File: config.mk
export PLATFORM = sky130hd
export DESIGN_NAME = ibis_div
export DESIGN_NICKNAME = d
export VERILOG_FILES = /design/src/inter_beat_interval_smoother_top_assert.svh /design/src/ibis_pkg.sv /design/src/ibis_div.sv
export SDC_FILE = /design/constraint.sdc
export NUM_CORES = 1
export LEC_CHECK = 0
export BUFFER_PORTS_ARGS = -buffer_cell sky130_fd_sc_hd__buf_2
export CORE_MARGIN = 2
export CORE_UTILIZATION = 57
export CTS_CLUSTER_SIZE = 12
export DETAILED_ROUTE_END_ITERATION = 7
export GPL_TIMING_DRIVEN = 0
export PLACE_DENSITY_LB_ADDON = 0.12
export SLEW_MARGIN = 30
export SYNTH_ARGS = -nofsm -noshare
export SYNTH_HDL_FRONTEND = slang
export SYNTH_SLANG_ARGS = --single-unit
File: constraint.sdc
create_clock -name i_clk -period 5.35 [get_ports i_clk]
set_input_delay 0.2675 -clock i_clk [delete_from_list [all_inputs] [get_ports i_clk]]
set_output_delay 0.2675 -clock i_clk [all_outputs]
set_load 0.005 [all_outputs]
File: src/inter_beat_interval_smoother_top_assert.svh
// Assertion macros for the inter-beat interval smoother.
// Included by inter_beat_interval_smoother_top, which carries concurrent checks; needs nothing else.
`ifndef INTER_BEAT_INTERVAL_SMOOTHER_TOP_ASSERT_SVH
`define INTER_BEAT_INTERVAL_SMOOTHER_TOP_ASSERT_SVH

// same-cycle implication, disabled in reset
`define IBIS_CHK_SAME(lbl, clk, rst_n, ante, cons, msg) \
    lbl: assert property (@(posedge clk) disable iff (!rst_n) (ante) |-> (cons)) \
        else $error(msg);

// next-cycle implication, disabled in reset
`define IBIS_CHK_NEXT(lbl, clk, rst_n, ante, cons, msg) \
    lbl: assert property (@(posedge clk) disable iff (!rst_n) (ante) |=> (cons)) \
        else $error(msg);

`endif

File: src/ibis_pkg.sv
// Shared types, widths, status codes and sequencer states of the smoother.
// Used by ibis_div and inter_beat_interval_smoother_top; depends on nothing.
package ibis_pkg;

    localparam int unsigned MAX_BEATS_DEF = 64;
    localparam int unsigned ONSET_W       = 32;
    localparam int unsigned HW_W          = 6;
    localparam int unsigned DVS_W         = HW_W + 1;
    localparam int unsigned SUM_W         = 39;
    localparam int unsigned STEP_W        = $clog2(SUM_W);

    localparam logic [1:0] ST_OK  = 2'd0;
    localparam logic [1:0] ST_FEW = 2'd1;
    localparam logic [1:0] ST_OVF = 2'd2;

    localparam logic [HW_W-1:0] HW_RESET = 6'd2;

    typedef struct packed {
        logic [ONSET_W-1:0] onset;
        logic               last;
    } t_in;

    typedef struct packed {
        logic [ONSET_W-1:0] onset_out;
        logic               last_out;
        logic [1:0]         status;
    } t_out;

    typedef struct packed {
        logic busy;
        logic done;
    } t_div_st;

    typedef enum logic [3:0] {
        S_LOAD,
        S_DECIDE,
        S_PRD,
        S_PEMIT,
        S_WRD,
        S_WADD,
        S_FIRST,
        S_DSTART,
        S_DWAIT,
        S_NEW,
        S_EMIT,
        S_LORD,
        S_LOSUB,
        S_HIRD,
        S_HIADD
    } t_state;

endpackage

File: src/ibis_div.sv
// Restoring divider of the window sum by 2h+1, one quotient bit per cycle.
// Depends on ibis_pkg for widths and the status struct.
module ibis_div (
    input  logic                            i_clk,
    input  logic                            i_rst_n,
    input  logic                            i_start,
    input  logic [ibis_pkg::SUM_W-1:0]      i_dividend,
    input  logic [ibis_pkg::DVS_W-1:0]      i_divisor,
    output logic [ibis_pkg::ONSET_W-1:0]    o_quot,
    output ibis_pkg::t_div_st               o_st
);
    import ibis_pkg::*;

    logic              r_busy, n_busy;
    logic              r_done, n_done;
    logic [STEP_W-1:0] r_cnt, n_cnt;
    logic [SUM_W-1:0]  r_q, n_q;
    logic [DVS_W-1:0]  r_rem, n_rem;
    logic [DVS_W-1:0]  r_dvs, n_dvs;
    logic [DVS_W:0]    trial;
    logic [DVS_W:0]    diff;
    logic              ge;

    assign trial = {r_rem, r_q[SUM_W-1]};
    assign diff  = trial - {1'b0, r_dvs};
    assign ge    = trial >= {1'b0, r_dvs};

    always_comb begin
        n_busy = r_busy;
        n_done = 1'b0;
        n_cnt  = r_cnt;
        n_q    = r_q;
        n_rem  = r_rem;
        n_dvs  = r_dvs;
        if (i_start) begin
            n_busy = 1'b1;
            n_cnt  = '0;
            n_q    = i_dividend;
            n_rem  = '0;
            n_dvs  = i_divisor;
        end else if (r_busy) begin
            n_q   = {r_q[SUM_W-2:0], ge};
            n_rem = ge ? diff[DVS_W-1:0] : trial[DVS_W-1:0];
            n_cnt = r_cnt + STEP_W'(1);
            if (r_cnt == STEP_W'(SUM_W - 1)) begin
                n_busy = 1'b0;
                n_done = 1'b1;
            end
        end
    end

    always_ff @(posedge i_clk) begin
        if (!i_rst_n) begin
            r_busy <= 1'b0;
            r_done <= 1'b0;
            r_cnt  <= '0;
        end else begin
            r_busy <= n_busy;
            r_done <= n_done;
            r_cnt  <= n_cnt;
        end
        r_q   <= n_q;
        r_rem <= n_rem;
        r_dvs <= n_dvs;
    end

    assign o_quot    = r_q[ONSET_W-1:0];
    assign o_st.busy = r_busy;
    assign o_st.done = r_done;

endmodule

==> summary.md <==
| Metric | Value |
|---|---|
| Crit path time final | ~2.3 ns |
| Pwr Density | 298 mW/mm2 |
| Die X-Extent | ~80 um |
| NetSw | 0.000287 W |
| Largest net degree at the start of global routing | 40 |
| Cell area after synthesis | approximately 0.0033 mm2 |
| Slew Limit Fails | 0 |
| Final Hold Viols | 0 |
| Total CTS buffers | 9 |
| Clock share of power | 0.329 |
| Achievable Freq | between 400 and 500 MHz |
| Pleak | ~1.7 nW |
| Worst hold margin | between 0.1 and 0.15 ns |
| VDD IR-drop max | approximately 0.18 mV |
| Syn-to-layout area delta | 20.9% |
| Clk_lat worst skew | between 0.3 and 0.4 ns |
| Final setup margin | between 3 and 4 ns |
| Setup TNS | 0 ns |
| Crit start category | flop |
| GP Congestion | between 0.7 and 0.8 |
| HP Class | input pin to flop |
| Initial Util | 0.592 |
| Switch share | 0.245 |
| Pre-antenna DRT Iters | 4 |
| Skew final | between 0.006 and 0.007 ns |
| Clk slew on worst S/H paths | around 0.070 ns |
| Top post-synthesis cells by count | edfxtp_1, mux2_2, buf_4 |
| Postcts setup bufs | 0 |
| DRC Markers | 0 |
| Site Rows | 27 |
| Vias in the first global route | 2075 |
| CP Max Fanout | 9 |
| Iteration-0 DRC Markers | between 100 and 150 |
| Relative slew slack | 0.401 |
| H-tree depth | 3 |
| Syn_area_per_cell | about 12 um2 |
| Drt via density | between 5 and 6 |
| Final Cycle Share | 0.430 |
| Global-route wire length before repair | 9.52 mm |
| Pint | between 0.0008 and 0.0009 W |
| Post-Syn Nets | 321 |
| Die Y-Extent | between 70 and 80 um |
| Share of layout cells above drive strength 1 | 0.497 |
| Post-synth ARST share | 0 |
| Gate power share | 0.178 |
| Ys flop type | edfxtp_1 |
| Vias | approximately 2200 |
| CTS Hold Bufs | 0 |
| Synth warn | 0 |
| Fill count | 417 |
| Ant diodes | 0 |
| CTS tree | yes |
| Global route overflow | 0 |
| Clk buf depth | 2 |
| Yosys top cell by area | edfxtp_1 |
| DR WL/cell | 13.6 um |
| Count leader, synth | edfxtp_1 |
| Setup CP Type | flop to flop |
| Sequential power share | 0.493 |
| Worst setup path startpoint | r_q[38] |
| Synth area leaders | edfxtp_1, mux2_2, dfxtp_1, buf_4, ha_1 |
| Worst path required time | between 5 and 6 ns |
| Number of port buffers | between 80 and 90 |
| Antenna violations before repair | 0 |
| Number of flops mapped to enable cells by yosys | 46 |
| Unrepaired setup endpoints after global routing | no |
| Status | finished, final reports clean |
| Reg2reg start | r_q[38] |
| Post-route ant nets | 0 |
| Core Box Area | roughly 0.0055 mm2 |
| Final setup fails | 0 |
| Nets | 414 |
| CTS root buffer | clkbuf_8 |
| Synth cell types | 45 |
| Total wire length | just under 6 mm |
| HPWL after DPL | ~4.3 mm |
| Maxcap violations | 0 |
| Post-CTS resize count | 0 |
| Crit path arrival time | 2.55 ns |
| GRT Total Usage | 0.198 |
| Worst Max-Slew Pin Slew | around 0.90 ns |
| Clock sinks | 61 |
| Pre-CTS worst setup slack | roughly 2.8 ns |
| I/O pins | between 80 and 90 |
| Share of the synthesized area in the top cell type | 0.424 |
| Flops & latches, synth | approximately 60 |
| Cells after Synth | around 260 |
| Min-Delay Startpoint | i_divisor[4] |
| Seq/Total Area, Yosys | 0.516 |
| CP endpoint kind | flop |
| DIE AREA | approximately 0.0063 mm2 |
==> worst max-delay path, cell delays in order, from the launching register on <==
cell	delay (ns)
edfxtp_1	0.33
inv_1	0.07
ha_1	0.23
fa_1	0.42
nand2b_1	0.19
a211o_1	0.28
buf_6	0.14
and3_1	0.18
buf_6	0.13
a311oi_2	0.24
==> power by group through the flow <==
| stage | logic, W | clock network, W | registers, W |
|---|---|---|---|
| 2_1_floorplan | 0.000146 | 0 | 0.000582 |
| 3_3_place_gp | 0.000204 | 0 | 0.000588 |
| 3_5_place_dp | 0.000210 | 0 | 0.000589 |
| 4_1_cts | 0.000211 | 0.000396 | 0.000579 |
| 5_1_grt | 0.000230 | 0.000414 | 0.000584 |
| 6_report | 0.000209 | 0.000387 | 0.000579 |
==> flip-flops by register name (all words and copies together), names as in the netlist <==
signal,flops
r_busy,1
r_cnt,6
r_done,1
r_q,39
r_dvs,7
r_rem,7
==> stage by stage <==
stage                     std cells  area (um2)  power, W   util
after floorplan                 262        3260  0.000728      -
after global placement          416        3760  0.000792  0.683
after detailed placement        416        3760  0.000799  0.683
after CTS                       432        3940   0.00119  0.716
after global routing            432        3940   0.00123  0.716
final                           432        3940   0.00117  0.716
==> cells by family (layout without fill, tap and decap cells) <==
logic type / Yosys count / after routing / share of synthesized area
DFF: 61 / 61 / 0.516
buffers and inverters: 59 / 157 / 0.113
and+or+nand+nor: 51 / 51 / 0.0845
muxes: 39 / 39 / 0.134
AOI/OAI and AO/OA: 35 / 35 / 0.0925
adders and majority gates: 10 / 10 / 0.0407
xor gates and xnor gates: 7 / 7 / 0.0188
==> path summary, 6_finish.rpt <==
path / cells past startpoint / end / slack (ns)
hold / removal: 1 / r_dvs[4] / 0.11
setup reg to reg: 9 / r_rem[0] / 3.05
hold reg to reg: 2 / r_cnt[5] / 0.49
setup / recovery: 9 / r_rem[0] / 3.05
==> placed cells by master (no fill, tap or decap), types with 6 or more instances in the layout <==
cell type,synthesis,layout
buf_2,0,82
nor3b_1,6,6
dfxtp_1,15,15
ha_1,9,9
buf_4,35,35
clkbuf_8,0,9
nor2_1,12,12
mux2_2,38,38
inv_1,14,14
edfxtp_1,46,46
nand2_1,8,8
==> metal layers <==
layer  wire (um)  up-vias  global-route usage
li1            -     1108                   -
met1        2710     1000               0.276
met2        2610       77               0.296
met3         469        9              0.0475
met4          87        0              0.0845
met5           0        -                   0
==> final cells by class <==
type / instances / area, um2 / share of cell area
Inverter: 14 / 52.6 / 0.0133
Clock inverter: 6 / 53.8 / 0.0137
Tap cell: 72 / 90.1 / 0.0229
Clock buffer: 10 / 128 / 0.0324
Sequential cell: 61 / 1680 / 0.427
Timing Repair Buffer: 82 / 410 / 0.104
Multi-Input combinational cell: 142 / 1210 / 0.307
Buffer: 45 / 315 / 0.0800
No activity file was read; power rests on OpenSTA's default activity.
